### config.mk
export PLATFORM = sky130hd
export DESIGN_NAME = swm_queue
export DESIGN_NICKNAME = d
export VERILOG_FILES = /design/src/sv/swm_pkg.sv /design/src/sv/swm_queue.sv
export VERILOG_INCLUDE_DIRS = /design/src /design/src/sv
export SDC_FILE = /design/constraint.sdc
export NUM_CORES = 1
export LEC_CHECK = 0
export ABC_AREA = 1
export BUFFER_PORTS_ARGS = -buffer_cell sky130_fd_sc_hd__clkbuf_2
export CAP_MARGIN = 20
export CORE_ASPECT_RATIO = 1.1
export CORE_MARGIN = 2
export CORE_UTILIZATION = 25
export CTS_CLUSTER_DIAMETER = 80
export DETAILED_ROUTE_END_ITERATION = 7
export GPL_ROUTABILITY_DRIVEN = 0
export SLEW_MARGIN = 20
export SYNTH_ARGS = -nofsm -noshare
export SYNTH_HDL_FRONTEND = slang
export SYNTH_SLANG_ARGS = --single-unit
### constraint.sdc
create_clock -name clk -period 18.8 [get_ports clk]
set_clock_uncertainty 0.2 [all_clocks]
set_input_delay 3.76 -clock clk [delete_from_list [all_inputs] [get_ports clk]]
set_output_delay 3.76 -clock clk [all_outputs]
set_load 0.005 [all_outputs]
### src/sv/sliding_window_mean_top_defines.svh
// Assertion macros shared by the sliding window mean RTL.
`ifndef SLIDING_WINDOW_MEAN_TOP_DEFINES_SVH
`define SLIDING_WINDOW_MEAN_TOP_DEFINES_SVH

// Same-cycle implication, disabled while reset is asserted.
`define SWM_ASSERT_NOW(label, clk, rst_n, ante, cons) \
    label: assert property (@(posedge clk) disable iff (!rst_n) (ante) |-> (cons)) \
        else $error("swm same-cycle check failed");

// Next-cycle implication, disabled while reset is asserted.
`define SWM_ASSERT_NEXT(label, clk, rst_n, ante, cons) \
    label: assert property (@(posedge clk) disable iff (!rst_n) (ante) |=> (cons)) \
        else $error("swm next-cycle check failed");

`endif

### src/sv/swm_pkg.sv
// Types, constants and helper functions of the sliding window mean block.
package swm_pkg;

    localparam int WINDOW_MAX  = 256;
    localparam int SLOT_W      = (WINDOW_MAX > 1) ? $clog2(WINDOW_MAX) : 1;
    localparam int LEN_W       = $clog2(WINDOW_MAX + 1);
    localparam int CFG_W       = 9;
    localparam int CFG_IDX_W   = 2;
    localparam int VALUE_W     = 32;
    localparam int TIME_W      = 63;
    localparam int SUM_W       = 40;
    localparam int MEAN_W      = 42;
    localparam int FRAC_W      = 16;
    localparam int SCALE       = 100;
    localparam int DIV_W       = $clog2(SCALE * WINDOW_MAX + 1);
    localparam int NUM_W       = SUM_W + FRAC_W;
    localparam int CNT_W       = $clog2(NUM_W);
    localparam int QUEUE_DEPTH = 2;
    localparam int QPTR_W      = (QUEUE_DEPTH > 1) ? $clog2(QUEUE_DEPTH) : 1;
    localparam int QCNT_W      = $clog2(QUEUE_DEPTH + 1);

    localparam logic [CFG_IDX_W-1:0] REG_WINDOW_LENGTH  = CFG_IDX_W'(0);
    localparam logic [CFG_IDX_W-1:0] REG_BACKWARD_STAMP = CFG_IDX_W'(1);

    typedef struct packed {
        logic signed [VALUE_W-1:0] sample_value;
        logic [TIME_W-1:0]         sample_time;
        logic                      restart;
    } swm_in_t;

    typedef struct packed {
        logic signed [MEAN_W-1:0] mean_value;
        logic [TIME_W-1:0]        window_time;
    } swm_out_t;

    // One division job handed from the front to the back.
    typedef struct packed {
        logic signed [SUM_W-1:0] sum;
        logic [DIV_W-1:0]        divisor;
        logic [TIME_W-1:0]       stamp;
    } swm_job_t;

    typedef struct packed {
        logic full;
        logic empty;
    } swm_qstat_t;

    // A zero length acts as one, and a length above the ring size saturates.
    function automatic logic [LEN_W-1:0] clamp_length(input logic [CFG_W-1:0] raw);
        int unsigned r;
        r = 32'(raw);
        if (r == 0)
        begin
            r = 1;
        end
        if (r > WINDOW_MAX)
        begin
            r = WINDOW_MAX;
        end
        return LEN_W'(r);
    endfunction

endpackage

### src/sv/swm_queue.sv
// Short job queue between the front and the back of the sliding window mean.
`include "sliding_window_mean_top_defines.svh"

module swm_queue (
    input  logic               clk,
    input  logic               rst_n,
    input  logic               push,
    input  swm_pkg::swm_job_t  job_in,
    input  logic               pop,
    output swm_pkg::swm_job_t  job_out,
    output swm_pkg::swm_qstat_t qstat
);

    swm_pkg::swm_job_t entries_reg [swm_pkg::QUEUE_DEPTH];

    logic [swm_pkg::QPTR_W-1:0] wr_ptr_reg, wr_ptr_next;
    logic [swm_pkg::QPTR_W-1:0] rd_ptr_reg, rd_ptr_next;
    logic [swm_pkg::QCNT_W-1:0] count_reg, count_next;

    function automatic logic [swm_pkg::QPTR_W-1:0] ptr_inc(input logic [swm_pkg::QPTR_W-1:0] p);
        if (p == swm_pkg::QPTR_W'(swm_pkg::QUEUE_DEPTH - 1))
        begin
            return '0;
        end
        return p + 1'b1;
    endfunction

    always_comb
    begin
        wr_ptr_next = push ? ptr_inc(wr_ptr_reg) : wr_ptr_reg;
        rd_ptr_next = pop ? ptr_inc(rd_ptr_reg) : rd_ptr_reg;
        count_next  = count_reg;
        if (push && !pop)
        begin
            count_next = count_reg + 1'b1;
        end
        else if (pop && !push)
        begin
            count_next = count_reg - 1'b1;
        end
    end

    assign qstat.full  = (count_reg == swm_pkg::QCNT_W'(swm_pkg::QUEUE_DEPTH));
    assign qstat.empty = (count_reg == '0);
    assign job_out     = entries_reg[rd_ptr_reg];

    always_ff @(posedge clk or negedge rst_n)
    begin
        if (!rst_n)
        begin
            wr_ptr_reg <= '0;
            rd_ptr_reg <= '0;
            count_reg  <= '0;
        end
        else
        begin
            wr_ptr_reg <= wr_ptr_next;
            rd_ptr_reg <= rd_ptr_next;
            count_reg  <= count_next;
        end
    end

    always_ff @(posedge clk)
    begin
        if (push)
        begin
            entries_reg[wr_ptr_reg] <= job_in;
        end
    end

    `SWM_ASSERT_NOW(a_no_push_when_full, clk, rst_n, push, !qstat.full)
    `SWM_ASSERT_NOW(a_no_pop_when_empty, clk, rst_n, pop, !qstat.empty)

endmodule

# Word level (Yosys, flattened, before mapping)
# Memory sizes are Yosys's and may differ from the RTL's.
# Index checks and enable logic that the tools add are counted.
# word_totals
ramBits	236
output_inout_bits	120
word_cells	25
regBits	4
n_memories	1
# mem_list
name	depth	width	rd	rd_ports_with_merged_regs	wr	line	rtl
entries_reg	2	118	1	0	1	swm_queue.sv:14	swm_pkg::swm_job_t entries_reg [swm_pkg::QUEUE_DEPTH];
# classes
reduce_logical	6
addsub	4
eq_ne	1
muxes	10
# ops
cell	n
$mux W1	8
$mux W2	2
$add A1 B1 Y1 const B	2
$add A2 B1 Y2 const B	1
$eq A2 B2 Y1 const B	1
$logic_and A1 B1 Y1	2
$logic_not A1 Y1	2
$logic_not A2 Y1	1
$reduce_bool A2 Y1	1
$sub A2 B1 Y2 const B	1

# Depth between registers and ports, before layout
# depth
ltp_word	4
ltp_mapped	7
mapped_depth_nobuf	7

# Worst setup path after synthesis
# OpenSTA, ideal clock, no wires.
# synth_path
path_kind	input to register
startpoint	input port push
endpoint	memory entries_reg[0][0] (netlist name), enable pin
path_buffers	0
required_ps	18000
path_stages	2
arrival_ps	8737
path_slack_ps	9264
cell_sequence	inv_1 nor2_1
# synth_via
elab_chain_len	2
# synth_lines
item	line	rtl
from (decl)	swm_queue.sv:7	input logic push,
$mux W1	swm_queue.sv:65	if (push)
$mux W1 (not written as such)	swm_queue.sv:67	entries_reg[wr_ptr_reg] <= job_in;
to (decl)	swm_queue.sv:14	
# No other way between the ends.

==> summary.md <==
| Metric | Value |
|---|---|
| CP startpoint kind | register |
| GRT Total Usage | 9.550% |
| Min cycle time layout | 6.921 ns |
| Commonest non-fill, non-tap cell in the layout | clkbuf_2 |
| CP Data Arrival Time | 2.96 ns |
| Fin cells | 1109 |
| Wire length per cell | 16.21 µm |
| Clock sinks | 240 |
| Clk Latency, worst-skew pair | 0.52 ns |
| DP HPWL | 11.81 mm |
| DR vias | 4466 |
| Core Footprint | 34380 µm² |
| Worst R2R Start | wr_ptr_reg |
| Cell area after synthesis | 8765 µm² |
| Total Wirelength | 17.98 mm |
| Synthesized instance count | 392 |
| Setup Fix Bufs, Post-CTS | 0 |
| Finished Core Util | 32.85% |
| Crit path largest cell delay | 0.90 ns |
| Setup Total Neg Slack | 0 ns |
| WHS Path Cells | 2 |
| Syn_nets | 515 |
| RSZ-0062 raised after global routing | false |
| Final Cycle Share | 36.81% |
| Worst path cell trace | buf_4 > mux2_2 > clkbuf_2 |
| Fin. max-slew vios | 0 |
| # resized after CTS | 0 |
| CTS buffer count | 26 |
| Max_slew headroom | 34.12% |
| I/O pin count | 242 |
| Most frequent cells in the layout | 241 x clkbuf_2, 236 x edfxtp_1, 118 x mux2_2 |
| Vias in the first global route | 4675 |
| Leak pwr | 0.004252 µW |
| Worst r2r path cells | 3 |
| DR pass1 iterations | 4 |
| DRC | 0 |
| YS warnings | 0 |
| Fill count | 3343 |
| Worst vdd ir | 0.00007921 V |
| Critical path required time | 14.84 ns |
| TritonCTS clock tree | built |
| Worst Max-Slew Pin Slew | 0.9882 ns |
| CTS H-tree depth | 1 |
| Final setup fails | 0 |
| FF/Latch Area | 7191 µm² |
| Share of cells above drive strength 1 | 60.06% |
| Initial antenna violation count | 2 |
| Largest net degree at the start of global routing | 67 |
| Top delay family on crit path | flip-flops |
| Max Freq | 144.5 MHz |
| Hold path start | count_reg[1] |
| Initial Utilization | 25.49% |
| Nets | 775 |
| Row count | 71 |
| Vias per inst | 4.027 |
| Final hold viol count | 0 |
| Antenna Cells | 0 |
| Max cap viols | 0 |
| Status | finished, final reports clean |
| Die ar. | 36570 µm² |
| Yosys reg bits | 240 |
| Die H | 200.4 µm |
| Clk slew on worst S/H paths | 0.06 ns |
| Worst Hold End | count_reg[1] |
| Synth cell types | 13 |
| Post-synthesis area per instance | 22.36 µm² |
| Design Power | 1669 µW |
| Placed Cells | 1062 |
| Area grow syn2layout | 28.87% |
| Post-CTS Hold Buffers | 0 |
| Slowest cell on the critical path | dfrtp_4 |
| Initial DRC count | 219 |
| WS Path Type | register to output pin |
| Clock buffer depth | 3 |
| Hold_ws | 0.3180 ns |
| Root Buffer | clkbuf_16 |
| R2r setup slk | 16.27 ns |
| Buf+Inv Stages, Crit Path | 2 |
| Share of the yosys chip area belonging to registers | 82.00% |
| Footprint of the multi-input gates | 1416 µm² |
| Reg-to-Reg End | entries_reg[1][15] |
| Die width | 182.5 µm |
| P per Cell Area | 147.7 nW/µm² |
| IO Port Bufs | 241 |
| Max reg flops | 236 |
| Grt total ovfl | 0 |
| Post-route ant nets | 0 |
| Hold Path Class | register to register |
| First-pass GRT wire length | 27.03 mm |
| Crit. End Element | output pin |
| Worst-path maximum fanout | 66 |
[per-layer routing]
layer  wire length [µm]  global-route usage [%]
met4                504                   4.003
met5                 26                       0
met1               6863                   10.69
met2               9178                   16.70
met3               1405                   3.018
[how the worst max path moves through the flow]
stage               start                end  slack [ns]  cells after the start
2_1_floorplan        push  entries_reg[0][0]        9.26                      2
3_3_place_gp   rd_ptr_reg       job_out[109]       12.40                      3
3_5_place_dp   rd_ptr_reg       job_out[109]       12.41                      3
4_1_cts        rd_ptr_reg       job_out[109]       11.82                      3
5_1_grt        rd_ptr_reg        job_out[37]       11.71                      3
6_report       rd_ptr_reg        job_out[37]       11.88                      3
[final cells by class]
cell class | count | area share (%)
timing repair buffer | 245 | 10.94
inverter | 7 | 0.2548
clock buffer | 30 | 6.082
clock inverter | 17 | 1.662
tap | 438 | 4.852
sequential | 240 | 63.66
multi-input combinational | 132 | 12.54
[synthesized netlist by cell type]
cell	n	area, µm²
dfrtp_1	4	100.1
buf_6	12	135.1
buf_4	1	7.510
nand3_1	1	5.000
xnor2_1	1	8.760
nand2_1	5	18.77
ha_1	1	12.51
nor2_1	3	11.26
inv_1	7	26.28
xor2_1	2	17.52
edfxtp_1	236	7087
mux2_2	118	1329
nand4_1	1	6.260
[worst reg2reg max path: cells and delay by family (launching register included)]
kind	cells	cell delay, ns
buf+inv	2	1.38
flops	1	0.42
simple gates	1	0.12
[kinds of logic (layout without fill, tap and decap cells)]
kind of cell / count (synthesis) / in the layout / synth area share, %
and+or+nand+nor: 10 / 10 / 0.4711
buffers and inverters: 20 / 299 / 1.927
adders and majority gates: 1 / 1 / 0.1427
xor gates and xnor gates: 3 / 3 / 0.2998
DFF: 240 / 240 / 82.00
muxes: 118 / 118 / 15.16
[per-stage QoR]
step | setup slack, ns | instance area, µm²
finish | 11.88 | 11290
CTS | 11.82 | 11290
global route | 11.71 | 11290
floorplan | 9.264 | 8765
global placement | 12.40 | 10420
detailed placement | 12.41 | 10420
[power by group]
group	switching, µW	internal, µW
combinational	196	200
clock	201	315
sequential	45.2	711
total	442	1230
Power figures use the tool's default switching activity.
