===== src/sv/sliding_window_mean_top_defines.svh =====
// Assertion macros shared by the sliding window mean RTL.
`ifndef SLIDING_WINDOW_MEAN_TOP_DEFINES_SVH
`define SLIDING_WINDOW_MEAN_TOP_DEFINES_SVH

// Same-cycle implication, disabled while reset is asserted.
`define SWM_ASSERT_NOW(label, clk, rst_n, ante, cons) \
    label: assert property (@(posedge clk) disable iff (!rst_n) (ante) |-> (cons)) \
        else $error("swm same-cycle check failed");

// Next-cycle implication, disabled while reset is asserted.
`define SWM_ASSERT_NEXT(label, clk, rst_n, ante, cons) \
    label: assert property (@(posedge clk) disable iff (!rst_n) (ante) |=> (cons)) \
        else $error("swm next-cycle check failed");

`endif


===== src/sv/swm_pkg.sv =====
// Types, constants and helper functions of the sliding window mean block.
package swm_pkg;

    localparam int WINDOW_MAX  = 256;
    localparam int SLOT_W      = (WINDOW_MAX > 1) ? $clog2(WINDOW_MAX) : 1;
    localparam int LEN_W       = $clog2(WINDOW_MAX + 1);
    localparam int CFG_W       = 9;
    localparam int CFG_IDX_W   = 2;
    localparam int VALUE_W     = 32;
    localparam int TIME_W      = 63;
    localparam int SUM_W       = 40;
    localparam int MEAN_W      = 42;
    localparam int FRAC_W      = 16;
    localparam int SCALE       = 100;
    localparam int DIV_W       = $clog2(SCALE * WINDOW_MAX + 1);
    localparam int NUM_W       = SUM_W + FRAC_W;
    localparam int CNT_W       = $clog2(NUM_W);
    localparam int QUEUE_DEPTH = 2;
    localparam int QPTR_W      = (QUEUE_DEPTH > 1) ? $clog2(QUEUE_DEPTH) : 1;
    localparam int QCNT_W      = $clog2(QUEUE_DEPTH + 1);

    localparam logic [CFG_IDX_W-1:0] REG_WINDOW_LENGTH  = CFG_IDX_W'(0);
    localparam logic [CFG_IDX_W-1:0] REG_BACKWARD_STAMP = CFG_IDX_W'(1);

    typedef struct packed {
        logic signed [VALUE_W-1:0] sample_value;
        logic [TIME_W-1:0]         sample_time;
        logic                      restart;
    } swm_in_t;

    typedef struct packed {
        logic signed [MEAN_W-1:0] mean_value;
        logic [TIME_W-1:0]        window_time;
    } swm_out_t;

    // One division job handed from the front to the back.
    typedef struct packed {
        logic signed [SUM_W-1:0] sum;
        logic [DIV_W-1:0]        divisor;
        logic [TIME_W-1:0]       stamp;
    } swm_job_t;

    typedef struct packed {
        logic full;
        logic empty;
    } swm_qstat_t;

    // A zero length acts as one, and a length above the ring size saturates.
    function automatic logic [LEN_W-1:0] clamp_length(input logic [CFG_W-1:0] raw);
        int unsigned r;
        r = 32'(raw);
        if (r == 0)
        begin
            r = 1;
        end
        if (r > WINDOW_MAX)
        begin
            r = WINDOW_MAX;
        end
        return LEN_W'(r);
    endfunction

endpackage


===== src/sv/swm_back.sv =====
// Back of the sliding window mean: serial divider and result register.
`include "sliding_window_mean_top_defines.svh"

module swm_back (
    input  logic                clk,
    input  logic                rst_n,
    input  swm_pkg::swm_qstat_t qstat,
    input  swm_pkg::swm_job_t   job,
    output logic                pop,
    output logic                result_valid,
    input  logic                result_stall,
    output swm_pkg::swm_out_t   result
);

    typedef enum logic [2:0] {
        B_IDLE = 3'b001,
        B_DIV  = 3'b010,
        B_DONE = 3'b100
    } back_state_t;

    back_state_t state_reg, state_next;

    logic [swm_pkg::CNT_W-1:0]  cnt_reg;
    logic [swm_pkg::NUM_W-1:0]  num_reg;
    logic [swm_pkg::DIV_W-1:0]  rem_reg;
    logic [swm_pkg::DIV_W-1:0]  div_reg;
    logic                       neg_reg;
    logic [swm_pkg::TIME_W-1:0] stamp_reg;
    logic                       res_valid_reg;
    swm_pkg::swm_out_t          res_reg;

    logic [swm_pkg::DIV_W:0]    rem_sh;
    logic [swm_pkg::DIV_W:0]    rem_sub;
    logic                       rem_ge;
    logic [swm_pkg::DIV_W-1:0]  rem_step;
    logic [swm_pkg::SUM_W-1:0]  mag;
    logic [swm_pkg::MEAN_W-1:0] quot;
    logic                       take;
    logic                       last_step;

    assign pop  = (state_reg == B_IDLE) && !qstat.empty;
    assign take = !res_valid_reg || !result_stall;
    assign last_step = (cnt_reg == swm_pkg::CNT_W'(swm_pkg::NUM_W - 1));

    // One restoring step: the remainder always stays below the divisor.
    always_comb
    begin
        rem_sh   = {rem_reg, num_reg[swm_pkg::NUM_W-1]};
        rem_sub  = rem_sh - {1'b0, div_reg};
        rem_ge   = (rem_sh >= {1'b0, div_reg});
        rem_step = rem_ge ? swm_pkg::DIV_W'(rem_sub) : swm_pkg::DIV_W'(rem_sh);
    end

    assign mag  = job.sum[swm_pkg::SUM_W-1] ? swm_pkg::SUM_W'(-job.sum)
                                            : swm_pkg::SUM_W'(job.sum);
    assign quot = num_reg[swm_pkg::MEAN_W-1:0];

    always_comb
    begin
        state_next = state_reg;
        unique case (state_reg)
            B_IDLE:
            begin
                if (!qstat.empty)
                begin
                    state_next = B_DIV;
                end
            end
            B_DIV:
            begin
                if (last_step)
                begin
                    state_next = B_DONE;
                end
            end
            B_DONE:
            begin
                if (take)
                begin
                    state_next = B_IDLE;
                end
            end
            default:
            begin
                state_next = B_IDLE;
            end
        endcase
    end

    always_ff @(posedge clk or negedge rst_n)
    begin
        if (!rst_n)
        begin
            state_reg     <= B_IDLE;
            cnt_reg       <= '0;
            res_valid_reg <= 1'b0;
        end
        else
        begin
            state_reg <= state_next;
            if (state_reg == B_DIV)
            begin
                cnt_reg <= cnt_reg + 1'b1;
            end
            else
            begin
                cnt_reg <= '0;
            end
            if ((state_reg == B_DONE) && take)
            begin
                res_valid_reg <= 1'b1;
            end
            else if (res_valid_reg && !result_stall)
            begin
                res_valid_reg <= 1'b0;
            end
        end
    end

    always_ff @(posedge clk)
    begin
        if (pop)
        begin
            num_reg   <= {mag, swm_pkg::FRAC_W'(0)};
            rem_reg   <= '0;
            div_reg   <= job.divisor;
            neg_reg   <= job.sum[swm_pkg::SUM_W-1];
            stamp_reg <= job.stamp;
        end
        else if (state_reg == B_DIV)
        begin
            num_reg <= {num_reg[swm_pkg::NUM_W-2:0], rem_ge};
            rem_reg <= rem_step;
        end
        if ((state_reg == B_DONE) && take)
        begin
            res_reg.mean_value  <= neg_reg ? -quot : quot;
            res_reg.window_time <= stamp_reg;
        end
    end

    assign result_valid = res_valid_reg;
    assign result       = res_reg;

    `SWM_ASSERT_NEXT(a_done_lands, clk, rst_n, (state_reg == B_DONE) && take, res_valid_reg)
    `SWM_ASSERT_NOW(a_div_count, clk, rst_n, state_reg == B_IDLE, cnt_reg == '0)

endmodule


===== config.mk =====
export PLATFORM = sky130hd
export DESIGN_NAME = swm_back
export DESIGN_NICKNAME = d
export VERILOG_FILES = /design/src/sv/swm_pkg.sv /design/src/sv/swm_back.sv
export VERILOG_INCLUDE_DIRS = /design/src /design/src/sv
export SDC_FILE = /design/constraint.sdc
export NUM_CORES = 1
export LEC_CHECK = 0
export BUFFER_PORTS_ARGS = -buffer_cell sky130_fd_sc_hd__buf_2
export CAP_MARGIN = 10
export CORE_UTILIZATION = 45
export CTS_BUF_LIST = sky130_fd_sc_hd__clkbuf_4
export CTS_CLUSTER_SIZE = 28
export DETAILED_ROUTE_END_ITERATION = 6
export PLACE_DENSITY = 0.67
export SLEW_MARGIN = 20
export SYNTH_ARGS = -nofsm -noshare
export SYNTH_HDL_FRONTEND = slang
export SYNTH_SLANG_ARGS = --single-unit

===== constraint.sdc =====
create_clock -name clk -period 8.8 [get_ports clk]
set_input_delay 0.44 -clock clk [delete_from_list [all_inputs] [get_ports clk]]
set_output_delay 0.44 -clock clk [all_outputs]
set_load 0.01 [all_outputs]

; ---- Yosys cells after proc, flatten, opt, wreduce, memory -nomap -nowiden
; Cells that the tools add are included.
[word_totals]
regBits = 265
latch_bits = 0
ramBits = 0
rom_bits = 0
input_bits = 123
out_inout_bits = 107
elab_cells = 45
memories = 0
[op_classes]
add_sub_neg = 4
mul = 0
div_mod_pow = 0
n_lt_le_gt_ge = 1
n_eq_ne = 7
shift = 0
mux = 12
bitwise_logic = 0
n_reduce_logical = 10
[ops]
columns = op, count
row1 = 2-to-1 mux 56 bit, 2
row2 = 2-to-1 mux 42 bit, 1
row3 = negation 42 bit, 1
row4 = 2-to-1 mux 40 bit, 1
row5 = negation 40 bit, 1
row6 = >= comparator 16 x 15 -> 1 bit, 1
row7 = 2-to-1 mux 15 bit, 1
row8 = subtractor 15 bit, 1
row9 = 2-to-1 mux 3 bit, 3
row10 = case mux 3 bit (3 select lines), 1
row11 = adder 6 x 1 -> 6 bit (second input constant), 1
row12 = equality test 6 bit (second input constant), 1
row13 = 2-to-1 mux 6 bit, 1
row14 = inequality test 2 bit (second input constant), 3
row15 = nonzero test 2 bit, 2
row16 = equality test 3 x 1 -> 1 bit (second input constant), 1
row17 = equality test 3 x 2 -> 1 bit (second input constant), 1
row18 = equality test 3 bit (second input constant), 1
row19 = logical AND 1 bit, 3
row20 = logical NOT 1 bit, 3
row21 = AND reduction 3 bit, 1
row22 = 2-to-1 mux 1 bit, 2
row23 = logical OR 1 bit, 1

; ---- Logic depth before layout (Yosys ltp)
[depth]
depth_word = 4
depth_mapped = 11
depth_no_buf = 9

; ---- Least setup slack after synthesis
; No wires, ideal clock.
[synth_timing]
kind = register to register
start = reg state_reg[1]
end = reg res_reg (netlist bit result[0]), enable pin
t_arrival_ns = 5.669
t_required_ns = 8.196
path_slack_ns = 2.527
stages_incl_launch_ff = 4
n_path_buf = 0
path_cell_list = dfrtp_1 > nor2_1 > nand2_1 > a21oi_1
[synth_via]
elab_chain_len = 2
[synth_lines]
columns = element, line
row1 = "start, declared", swm_back.sv:21  ; back_state_t state_reg, state_next;
row2 = "start signal, assigned", swm_back.sv:100  ; state_reg <= state_next;
row3 = equality test 3 bit, swm_back.sv:135  ; if ((state_reg == B_DONE) && take)
row4 = logical AND 1 bit, swm_back.sv:135
row5 = "end, declared", swm_back.sv:30  ; swm_pkg::swm_out_t res_reg;
; No other way between the ends.
; A chain may end at the register's enable or synchronous reset.

; ---- Worst setup path after layout
[layout_timing]
start = reg state_reg[0]
end = reg num_reg[27] in the netlist's numbering, enable pin
[layout_via]
elab_chain_len = 3
word_cells_on_any_way = 4
cone_classes = eq/ne (2) / reduce/logical (2)
[layout_lines]
columns = element, line
row1 = equality test 3 x 1 -> 1 bit, swm_back.sv:41  ; assign pop = (state_reg == B_IDLE) && !qstat.empty;
row2 = logical AND 1 bit, swm_back.sv:41
row3 = nonzero test 2 bit (no source line) *, --
row4 = "end signal, assigned", swm_back.sv:124  ; num_reg <= {mag, swm_pkg::FRAC_W'(0)};
row5 = "end signal, assigned", swm_back.sv:132  ; num_reg <= {num_reg[swm_pkg::NUM_W-2:0], rem_ge};
row6 = "end, declared", swm_back.sv:24  ; logic [swm_pkg::NUM_W-1:0] num_reg;
; Every way passes the cells marked *; elsewhere a longest branch is shown, timed or not.

==> flow_metrics.py <==
metrics = {
    "global_route": {
        "antenna_found_initial": 1,
        "grt_pass1_wl_mm": 38.6,
        "gr-usage-all-layers_pct": 19.2,
        "grt_remaining_overflow": 0,
        "grt_max_degree": 74,
        "grt_pass1_vias": 7638,
    },
    "logic_synthesis": {
        "syn_inst": 819,
        "synth_top_area_cell": "edfxtp_1",
        "synth_fp_nets": 961,
        "yosys-top-cells-count": "edfxtp_1, nand2_1, o21ai_0",
        "yosysWarnings": 0,
        "synthFlopType": "edfxtp_1",
        "syn-cell-area_um2": 11300,
        "yosysUniqueCellTypes": 70,
        "synth_area_leaders": "edfxtp_1, dfxtp_1, xnor2_1",
        "synthArstFlopShare_pct": 3.77,
        "synth_seq_area_share_pct": 67.3,
        "synth_edf_count": 224,
        "synth_top_cell_area_share_pct": 59.6,
        "synth_most_common_cell": "edfxtp_1",
        "ys_ff_latch": 265,
        "syn_area_per_cell_um2": 13.8,
    },
    "pwr": {
        "leakage_nw": 5.62,
        "power.density_nw_per_um2": 249,
        "p_total_mw": 3.59,
        "peakVddDrop_v": 0.000182,
    },
    "layout": {
        "stdcell_count": 1552,
        "nFillCells": 1981,
        "multiInputGateArea_um2": 3440,
        "nets": 1316,
        "largest_register_ffs": 105,
        "seq_area_um2": 7600,
        "syn2layout_area_growth_pct": 27.8,
        "drive_above_1_share_pct": 30.7,
    },
    "drt": {
        "num_vias": 7779,
        "postRouteAntennaNets": 0,
        "avgViaCountPerCell": 5.01,
        "routed_wl_mm": 24.2,
        "wl_per_cell_um": 15.6,
        "drtIter0Drc": 487,
        "drt_pass1_iterations": 5,
        "drc": 0,
    },
    "die": {
        "die_area_um2": 25700,
        "die_w_um": 160,
        "num_rows": 57,
        "ios": 230,
        "coreArea_um2": 24500,
        "start_util_pct": 46.1,
        "die_y_um": 160,
    },
    "sta": {
        "worst_slack_ns": 5.40,
        "hold_viol_final": 0,
        "finalMaxSlewViolations": 0,
        "rsz0062_at_grt": "false",
        "finalCritPeriodShare_pct": 38.7,
        "tightest_slew_ns": 0.855,
        "fin_tns_setup_ns": 0,
        "period_minus_slack_ns": 3.40,
        "holdWs_ns": 0.0915,
        "clock_skew_ns": 0.0449,
        "finalSetupViolCount": 0,
        "slew_headroom_pct": 43.0,
        "timing.fmax_ghz": 0.294,
    },
    "placed_design": {
        "placed_cells": 1346,
        "port_buffers": 228,
        "gp_congestion": 0.850,
        "dp_hpwl_mm": 16.1,
        "post-place-ws_ns": 5.30,
    },
    "clocking": {
        "cts_made_buffers": 71,
        "clkLatencyLatePin_ns": 0.66,
        "path_clk_slew_ns": 0.06,
        "htreeDepth": 3,
        "post_cts_buffers": 0,
        "clk_path_buf_depth": 3,
        "ctsResizeCount": 0,
        "cts-hold-fix-buffers": 79,
        "tritoncts": "built",
        "cts.sinks": 265,
        "cts_root_buffer": "clkbuf_4",
    },
    "setup_path": {
        "rr_worst_depth": 7,
        "end_kind": "flop",
        "rr_endpoint": "num_reg[27]",
        "path_common_cell": "buf_4",
        "crit_path_start_kind": "flop",
        "path_max_fanout": 46,
        "r2r_start": "state_reg[0]",
        "slowest_delay_ns": 0.58,
        "cp_cell_sequence": "or4b_1, buf_4, clkinv_2, nor2_1, buf_4, inv_1, buf_4",
        "crit_family": "buffers and inverters",
        "cp_data_arrival_time_ns": 3.69,
        "rrSetupSlack_ns": 5.40,
        "path_buf_inv": 5,
        "cp_data_required_time_ns": 9.09,
        "crit_type": "reg2reg",
        "cpMaxStageDelayCell": "inv_1",
    },
    "status": {
        "status": "completed",
    },
    "worst_hold_path": {
        "min_from": "result_stall",
        "hold_end": "result_valid",
        "hp-class": "in2reg",
        "whs_path_depth": 3,
    },
    "job": {
        "maxCapViolations": 0,
    },
}
## worst min-delay path: cells and delay by family
kind / cells / cell delay, ns
buf+inv: 1 / 0.11
simple gates: 2 / 0.14
## power breakdown
group / switching (mW) / internal [mW]
logic: 0.448 / 0.286
clock network: 0.495 / 0.549
registers: 0.126 / 1.68
## logic make-up after synthesis
kind of cell,Yosys count,share of synthesized area [%]
muxes,10,0.898
AOI/OAI and AO/OA,190,11.7
buffers and inverters,59,2.38
and+or+nand+nor,186,8.52
xor gates and xnor gates,90,6.98
adders and majority gates,19,2.17
DFF,265,67.3
## per-stage QoR
stage	util (%)	area, um2
2_1_floorplan	-	11300
3_3_place_gp	52.1	12700
3_5_place_dp	52.1	12700
4_1_cts	59.0	14400
5_1_grt	59.0	14400
6_report	59.0	14400
## cells in the final DEF (no fill, tap or decap), drive strengths merged, types with 8 or more instances in the layout
cell	netlist	routed
o41ai	11	11
dlygate4sd3	0	79
o21ai	81	81
mux2i	9	9
a22o	14	14
inv	26	27
nand2b	9	9
nor3	11	11
buf	9	236
edfxtp	224	224
nand2	86	86
or3	11	11
nand3	8	8
ha	18	18
xnor2	51	51
clkbuf	24	97
nor2	26	26
xor2	39	39
dfrtp	9	9
clkinv	0	27
a21oi	18	18
dfxtp	31	31
o31ai	30	30
## routing by layer
| metal | up-vias | global-route usage [%] | routed length [um] | share of wire (%) |
|---|---|---|---|---|
| met2 | 287 | 30.5 | 11100 | 46 |
| li1 | 3839 | - | - | - |
| met1 | 3611 | 24.7 | 10700 | 44 |
| met4 | 0 | 7.71 | 431 | 1.8 |
| met3 | 42 | 5.55 | 1900 | 7.8 |
| met5 | - | 0 | 0 | 0 |
## area by class of cell
type | count | area share (%)
diodes | 1 | 0.0173
clock buffers | 97 | 5.05
clock inverters | 29 | 1.16
inverters | 26 | 0.685
multi-input cells | 495 | 23.8
flip-flops and latches | 265 | 52.7
well taps | 324 | 2.81
repair buffers | 315 | 13.8
## worst max path at each step
stage / slack [ns] / from / end / cells past startpoint
detailed placement: 5.30 / qstat[0] / num_reg[38] / 8
global route: 5.05 / state_reg[2] / num_reg[25] / 7
finish: 5.40 / state_reg[0] / num_reg[27] / 7
global placement: 5.30 / qstat[0] / num_reg[39] / 8
floorplan: 2.53 / state_reg[1] / result[0] / 3
CTS: 5.33 / state_reg[0] / num_reg[27] / 7
(Power assumes the default switching activity.)
